### config.mk
export PLATFORM = sky130hd
export DESIGN_NAME = longest_decreasing_subsequence
export DESIGN_NICKNAME = d
export VERILOG_FILES = /design/src/hw/rtl/lds_pkg.sv /design/src/hw/rtl/lds_cell.sv /design/src/hw/rtl/longest_decreasing_subsequence.sv
export SDC_FILE = /design/constraint.sdc
export NUM_CORES = 2
export LEC_CHECK = 0
export ABC_AREA = 1
export BUFFER_PORTS_ARGS = -buffer_cell sky130_fd_sc_hd__buf_2
export CAP_MARGIN = 10
export CORE_MARGIN = 2
export CORE_UTILIZATION = 45
export CTS_CLUSTER_SIZE = 14
export DETAILED_ROUTE_END_ITERATION = 8
export PLACE_DENSITY = 0.72
export SLEW_MARGIN = 20
export SYNTH_ARGS = -nofsm -noshare
export SYNTH_HDL_FRONTEND = slang
export SYNTH_SLANG_ARGS = --single-unit
export TNS_END_PERCENT = 20
### constraint.sdc
create_clock -name clk -period 4.2 [get_ports clk]
set_input_delay 0.84 -clock clk [delete_from_list [all_inputs] [get_ports clk]]
set_output_delay 0.84 -clock clk [all_outputs]
set_load 0.01 [all_outputs]
### src/hw/rtl/lds_pkg.sv
// ----------------------------------------------------------------------------
// lds_pkg
// Shared constants and the token control type for the decreasing-subsequence
// cell row.
// ----------------------------------------------------------------------------
package lds_pkg;

    localparam int MAX_ELEMENTS_DEF = 32;
    localparam int VALUE_W          = 32;
    localparam int OUT_LEN_W        = 6;

    // Control part of the token that walks the cell row
    typedef struct packed {
        logic valid;  // token present in this stage
        logic fin;    // item already stored, just forward
        logic last;   // item closes the sequence
    } lds_tok_t;

endpackage

### src/hw/rtl/lds_cell.sv
// ----------------------------------------------------------------------------
// lds_cell
// One cell of the row: holds one stored element and its subsequence length,
// and passes the travelling token to the next cell every cycle.
// ----------------------------------------------------------------------------
module lds_cell
    import lds_pkg::*;
#(
    parameter int LW = 6,
    parameter int IW = 5
)
(
    input  logic                      clk,
    input  logic                      rst_n,
    input  lds_tok_t                  tok_in,
    input  logic signed [VALUE_W-1:0] val_in,
    input  logic        [LW-1:0]      max_in,
    input  logic        [IW-1:0]      rem_in,
    output lds_tok_t                  tok_out,
    output logic signed [VALUE_W-1:0] val_out,
    output logic        [LW-1:0]      max_out,
    output logic        [IW-1:0]      rem_out
);

    logic signed [VALUE_W-1:0] stored_val_reg;
    logic        [LW-1:0]      stored_len_reg;

    lds_tok_t                  tok_reg;
    lds_tok_t                  tok_next;
    logic signed [VALUE_W-1:0] val_reg;
    logic        [LW-1:0]      max_reg;
    logic        [LW-1:0]      max_next;
    logic        [IW-1:0]      rem_reg;
    logic        [IW-1:0]      rem_next;
    logic                      hit;
    logic                      scan;

    always_comb
    begin
        hit      = tok_in.valid && !tok_in.fin && (rem_in == '0);
        scan     = tok_in.valid && !tok_in.fin && (rem_in != '0);
        tok_next = tok_in;
        tok_next.fin = tok_in.fin | hit;
        max_next = max_in;
        rem_next = rem_in;
        if (hit)
        begin
            max_next = max_in + 1'b1;
        end
        else if (scan)
        begin
            // occupied cell: take its length if it extends a decreasing run
            if ((stored_val_reg > val_in) && (stored_len_reg > max_in))
            begin
                max_next = stored_len_reg;
            end
            rem_next = rem_in - 1'b1;
        end
    end

    always_ff @(posedge clk or negedge rst_n)
    begin
        if (!rst_n)
        begin
            tok_reg <= '0;
        end
        else
        begin
            tok_reg <= tok_next;
        end
    end

    always_ff @(posedge clk)
    begin
        val_reg <= val_in;
        max_reg <= max_next;
        rem_reg <= rem_next;
        if (hit)
        begin
            stored_val_reg <= val_in;
            stored_len_reg <= max_next;
        end
    end

    assign tok_out = tok_reg;
    assign val_out = val_reg;
    assign max_out = max_reg;
    assign rem_out = rem_reg;

endmodule

### src/hw/rtl/longest_decreasing_subsequence.sv
// ----------------------------------------------------------------------------
// longest_decreasing_subsequence
// Streaming longest strictly decreasing subsequence over signed 32-bit items.
// ----------------------------------------------------------------------------
// Each accepted item yields one result: the length of the longest strictly
// decreasing subsequence ending at it and the best length so far in the
// sequence. Elements live in a row of MAX_ELEMENTS cells; a stored item enters
// as a token at the first cell and moves one cell per cycle, picking up the
// largest length among occupied cells holding a greater value, and is written
// into the first free cell. The token always runs the full row, so no new item
// is accepted until the token of a stored item has left the row. An item
// arriving with the row full is dropped, reported with overflow set and
// length_here zero, and its result goes straight into the output stage. A
// set last flag closes the sequence once its result is formed. Results sit
// in a two-entry output stage, so a stalled result does not hold up the row.
// Cells carry no reset of their contents: a fill count marks which cells
// belong to the current sequence.
// ----------------------------------------------------------------------------
module longest_decreasing_subsequence
    import lds_pkg::*;
#(
    parameter int MAX_ELEMENTS = MAX_ELEMENTS_DEF
)
(
    input  logic                        clk,
    input  logic                        rst_n,
    input  logic                        in_valid,
    output logic                        in_stall,
    input  logic signed [VALUE_W-1:0]   value,
    input  logic                        last,
    output logic                        out_valid,
    input  logic                        out_stall,
    output logic        [OUT_LEN_W-1:0] length_here,
    output logic        [OUT_LEN_W-1:0] best_length,
    output logic                        done_res,
    output logic                        overflow
);

    // Lengths reach MAX_ELEMENTS; cell offsets stay below it
    localparam int LW = $clog2(MAX_ELEMENTS + 1);
    localparam int CW = $clog2(MAX_ELEMENTS + 1);
    localparam int IW = (MAX_ELEMENTS > 1) ? $clog2(MAX_ELEMENTS) : 1;

    typedef struct packed {
        logic [OUT_LEN_W-1:0] length_here;
        logic [OUT_LEN_W-1:0] best_length;
        logic                 done_res;
        logic                 overflow;
    } lds_res_t;

    // Token chain between cells
    lds_tok_t                  tok   [0:MAX_ELEMENTS];
    logic signed [VALUE_W-1:0] tval  [0:MAX_ELEMENTS];
    logic        [LW-1:0]      tmax  [0:MAX_ELEMENTS];
    logic        [IW-1:0]      trem  [0:MAX_ELEMENTS];

    logic [CW-1:0] count_reg;
    logic [CW-1:0] count_next;
    logic [LW-1:0] best_reg;
    logic [LW-1:0] best_next;
    logic          busy_reg;
    logic          busy_next;

    lds_res_t      out_reg;
    lds_res_t      out_next;
    logic          out_valid_reg;
    logic          out_valid_next;
    lds_res_t      skid_reg;
    lds_res_t      skid_next;
    logic          skid_valid_reg;
    logic          skid_valid_next;

    logic          in_accept;
    logic          full;
    logic          launch;
    logic          ovf_push;
    logic          exit_tok;
    logic [LW-1:0] exit_best;
    logic          push;
    lds_res_t      push_res;
    logic          pop;
    logic          out_free;

    // Hold new items while a token is in the row or the spare slot is taken
    assign in_stall  = busy_reg || skid_valid_reg;
    assign in_accept = in_valid && !in_stall;
    assign full      = (count_reg == CW'(MAX_ELEMENTS));
    assign launch    = in_accept && !full;
    assign ovf_push  = in_accept && full;

    // Feed the first cell; the offset counts occupied cells to pass over
    assign tok[0]  = '{valid: launch, fin: 1'b0, last: last};
    assign tval[0] = value;
    assign tmax[0] = '0;
    assign trem[0] = IW'(count_reg);

    for (genvar gi = 0; gi < MAX_ELEMENTS; gi++)
    begin : g_cell
        lds_cell #(
            .LW (LW),
            .IW (IW)
        ) u_cell (
            .clk     (clk),
            .rst_n   (rst_n),
            .tok_in  (tok[gi]),
            .val_in  (tval[gi]),
            .max_in  (tmax[gi]),
            .rem_in  (trem[gi]),
            .tok_out (tok[gi+1]),
            .val_out (tval[gi+1]),
            .max_out (tmax[gi+1]),
            .rem_out (trem[gi+1])
        );
    end

    // At the end of the row the token carries the length of the stored item
    assign exit_tok  = tok[MAX_ELEMENTS].valid;
    assign exit_best = (tmax[MAX_ELEMENTS] > best_reg) ? tmax[MAX_ELEMENTS] : best_reg;

    always_comb
    begin
        push = exit_tok || ovf_push;
        if (exit_tok)
        begin
            push_res.length_here = OUT_LEN_W'(tmax[MAX_ELEMENTS]);
            push_res.best_length = OUT_LEN_W'(exit_best);
            push_res.done_res    = tok[MAX_ELEMENTS].last;
            push_res.overflow    = 1'b0;
        end
        else
        begin
            push_res.length_here = '0;
            push_res.best_length = OUT_LEN_W'(best_reg);
            push_res.done_res    = last;
            push_res.overflow    = 1'b1;
        end
    end

    // Fill count set at launch, best at exit; a dropped last item clears both
    always_comb
    begin
        count_next = count_reg;
        best_next  = best_reg;
        busy_next  = busy_reg;
        if (launch)
        begin
            count_next = last ? '0 : count_reg + 1'b1;
            busy_next  = 1'b1;
        end
        if (ovf_push && last)
        begin
            count_next = '0;
            best_next  = '0;
        end
        if (exit_tok)
        begin
            best_next = tok[MAX_ELEMENTS].last ? '0 : exit_best;
            busy_next = 1'b0;
        end
    end

    // Two-entry output stage: result register plus spare slot
    assign pop      = out_valid_reg && !out_stall;
    assign out_free = !out_valid_reg || pop;

    always_comb
    begin
        out_next        = out_reg;
        out_valid_next  = out_valid_reg;
        skid_next       = skid_reg;
        skid_valid_next = skid_valid_reg;
        if (out_free)
        begin
            if (skid_valid_reg)
            begin
                out_next        = skid_reg;
                out_valid_next  = 1'b1;
                skid_next       = push_res;
                skid_valid_next = push;
            end
            else
            begin
                out_next       = push_res;
                out_valid_next = push;
            end
        end
        else if (push)
        begin
            skid_next       = push_res;
            skid_valid_next = 1'b1;
        end
    end

    always_ff @(posedge clk or negedge rst_n)
    begin
        if (!rst_n)
        begin
            count_reg      <= '0;
            best_reg       <= '0;
            busy_reg       <= 1'b0;
            out_valid_reg  <= 1'b0;
            skid_valid_reg <= 1'b0;
        end
        else
        begin
            count_reg      <= count_next;
            best_reg       <= best_next;
            busy_reg       <= busy_next;
            out_valid_reg  <= out_valid_next;
            skid_valid_reg <= skid_valid_next;
        end
    end

    always_ff @(posedge clk)
    begin
        out_reg  <= out_next;
        skid_reg <= skid_next;
    end

    assign out_valid   = out_valid_reg;
    assign length_here = out_reg.length_here;
    assign best_length = out_reg.best_length;
    assign done_res    = out_reg.done_res;
    assign overflow    = out_reg.overflow;

endmodule

==> results.txt <==
Largest cells by area after synthesis = edfxtp_1 (34%), dfxtp_1 (24%), ha_1 (14%)
Critical Path Sink = in_stall
CTS clk-pin slew, worst paths = 60 ps
Final ANT Viol Nets = 0
H-tree level count = 5
Number of flip-flops in the largest register = 1024
TritonCTS Buffers = 281
Pin count of the biggest net entering global routing = 48
Vias/cell = 4.92
Worst R2R Path Depth = 6
Mean post-synth cell area = 10.8 sq um
Clk root buf = clkbuf_16
Yosys cell types = 41
Drt drc = 0
Post-synthesis sequential area ratio = 60.3%
Crit path launch = skid_valid_reg
Static Leakage = 59.1 nW
Area growth syn-to-layout = 12.4%
Critical path class = reg -> out
TritonCTS clock tree = yes
Total track usage = 16.4%
Slew HR = 36.7%
Pwr per Cell Area = 433 mW/mm^2
Unrepaired setup endpoints after global routing = no
Placed instance count = 13600
Register-to-register path setup slack = 1190 ps
Core area = 0.246 sq mm
Post-CTS Setup Bufs = 0
Critical Path AT = 2260 ps
Drt first pass iters = 7
Post-synth top area share = 33.6%
Routed via count = 69400
Non-filler cells in the finished layout = 14100
Die W = 501 um
Reg2Reg Capture Point = g_cell[0].u_cell.stored_val_reg[8]
First-pass GRT wire length = 345000 um
Crit-path max FO = 22
Avg WL per Cell = 14.5 um
Final Net Count = 12000
Slew Viols, Final = 0
Final critical-path required period = 3100 ps
Worst setup EP type = output pin
#FFs+latches synth = 2693
Share of layout cells above drive strength 1 = 6.02%
Post-Syn Area = 0.111 sq mm
CTS Sinks = 2693
Worst min-delay path category = in -> reg
Startpoint types = flop
Run status = finished clean
F_max = 323 MHz
Setup_tns = 0 ps
Die area = 0.251 sq mm
Required time of the critical path = 3360 ps
Number of global-route vias before repair = 71100
Final Cycle Share = 73.8%
# rows = 182
Fin Clk Skew = 47.8 ps
Yosys warnings = 0
Commonest non-fill, non-tap cells in the layout = inv_1 (1895), nand2_1 (1824), dfxtp_1 (1339)
Detailed placement HPWL = 151000 um
Die Height = 501 um
Count of final setup violators = 0
Routability cong. = 0.844
Clk_lat worst skew = 930 ps
Max VDD drop = 0.382 mV
Mapped Nets = 11600
Input/output buffers = 52
Area leader, netlist = edfxtp_1
Max clock buf depth = 4
Grt ovf = 0
Initial Util = 45.2%
Drt total wl = 205000 um
Final hold violation count = 0
DR iter-0 viols = 4463
IO Pins = 53
Most common cell after layout, fill and taps aside = inv_1
Worst Tran Pin Value = 947 ps
Initial antenna violation count = 1
RR Startpoint = skid_valid_reg
Cells after Synth = 10300
Max-Cap Viols = 0
Yosys cell counts, drive strengths merged:
| cell | count |
|---|---|
| inv | 1897 |
| xor2 | 147 |
| o21a | 46 |
| a31oi | 10 |
| ha | 1279 |
| nor3b | 37 |
| clkbuf | 5 |
| or2 | 56 |
| nor4 | 32 |
| edfxtp | 1244 |
| and3 | 2 |
| nor2 | 555 |
| clkinv | 22 |
| a21o | 45 |
| dfxtp | 1339 |
| o21bai | 2 |
| nand4 | 273 |
| nand3 | 420 |
| o211ai | 24 |
| nand3b | 15 |
| a32oi | 1 |
| o221a | 8 |
| o21ai | 218 |
| dfrtp | 110 |
| nor3 | 96 |
| buf | 1 |
| o211a | 1 |
| a21oi | 556 |
| o22ai | 6 |
| nand2 | 1848 |
worst min path at each step:
stage	startpoint	depth (start not counted)	endpoint
6_report	value[25]	1	g_cell[0].u_cell.val_out[25]
2_1_floorplan	g_cell[9].u_cell.tok_out[0]	0	g_cell[10].u_cell.tok_out[0]
3_3_place_gp	g_cell[18].u_cell.tok_out[0]	0	g_cell[19].u_cell.tok_out[0]
5_1_grt	value[22]	1	g_cell[0].u_cell.val_out[22]
4_1_cts	value[25]	1	g_cell[0].u_cell.val_out[25]
3_5_place_dp	g_cell[29].u_cell.tok_out[0]	0	g_cell[30].u_cell.tok_out[0]
layout make-up:
type | instances | area (sq um)
Antenna cell | 5 | 12.5
Clock buffer | 406 | 8280
Clock inverter | 86 | 787
Fill cell | 20900 | 121000
Inverter | 1919 | 7200
Multi-Input combinational cell | 5677 | 36900
Sequential cell | 2693 | 66900
Tap cell | 3220 | 4030
Timing Repair Buffer | 99 | 652
where the power goes:
group	total, mW	internal [mW]	switching (mW)
logic	1.47	0.575	0.891
registers	28.4	27.9	0.470
clock network	24.2	14.5	9.74
total	54.1	43.0	11.1
timing repair:
action / in CTS / in global routing
resized for setup: 0 / 0
hold buffers: 13 / 0
endpoints found under the hold margin: 57 / 0
metrics by stage:
stage / total power, mW / hold WS (ps) / utilization [%] / worst slack (ps) / cell area (sq um)
finish: 54.1 / 70.7 / 50.8 / 1100 / 125000
global route: 56.1 / 20.7 / 50.8 / 904 / 125000
CTS: 54.7 / 5.34 / 50.8 / 1050 / 125000
detailed placement: 30.4 / 336 / 47.0 / 1170 / 116000
global placement: 30.3 / 335 / 47.0 / 1330 / 116000
floorplan: 29.8 / 331 / - / 744 / 111000
layer usage:
layer	wire length, um	track usage, %
met1	91700	21.1
met2	100000	28.6
met3	7920	2.48
met4	5160	4.83
met5	0	0
critical path, cell delays in order, from the launching register on:
cell and delay, ps:
dfrtp_1 710, inv_1 370, nand2_1 150, buf_2 140
cells by family (layout without fill, tap and decap cells):
group	Yosys count	after routing	synth area share [%]
AOI/OAI and AO/OA	917	917	4.47
xor gates and xnor gates	147	147	1.16
adders and majority gates	1279	1279	14.4
buffers and inverters	1925	2510	6.51
DFF	2693	2693	60.3
other	0	5	0
and+or+nand+nor	3334	3334	13.2
No activity file was read; power rests on OpenSTA's default activity.
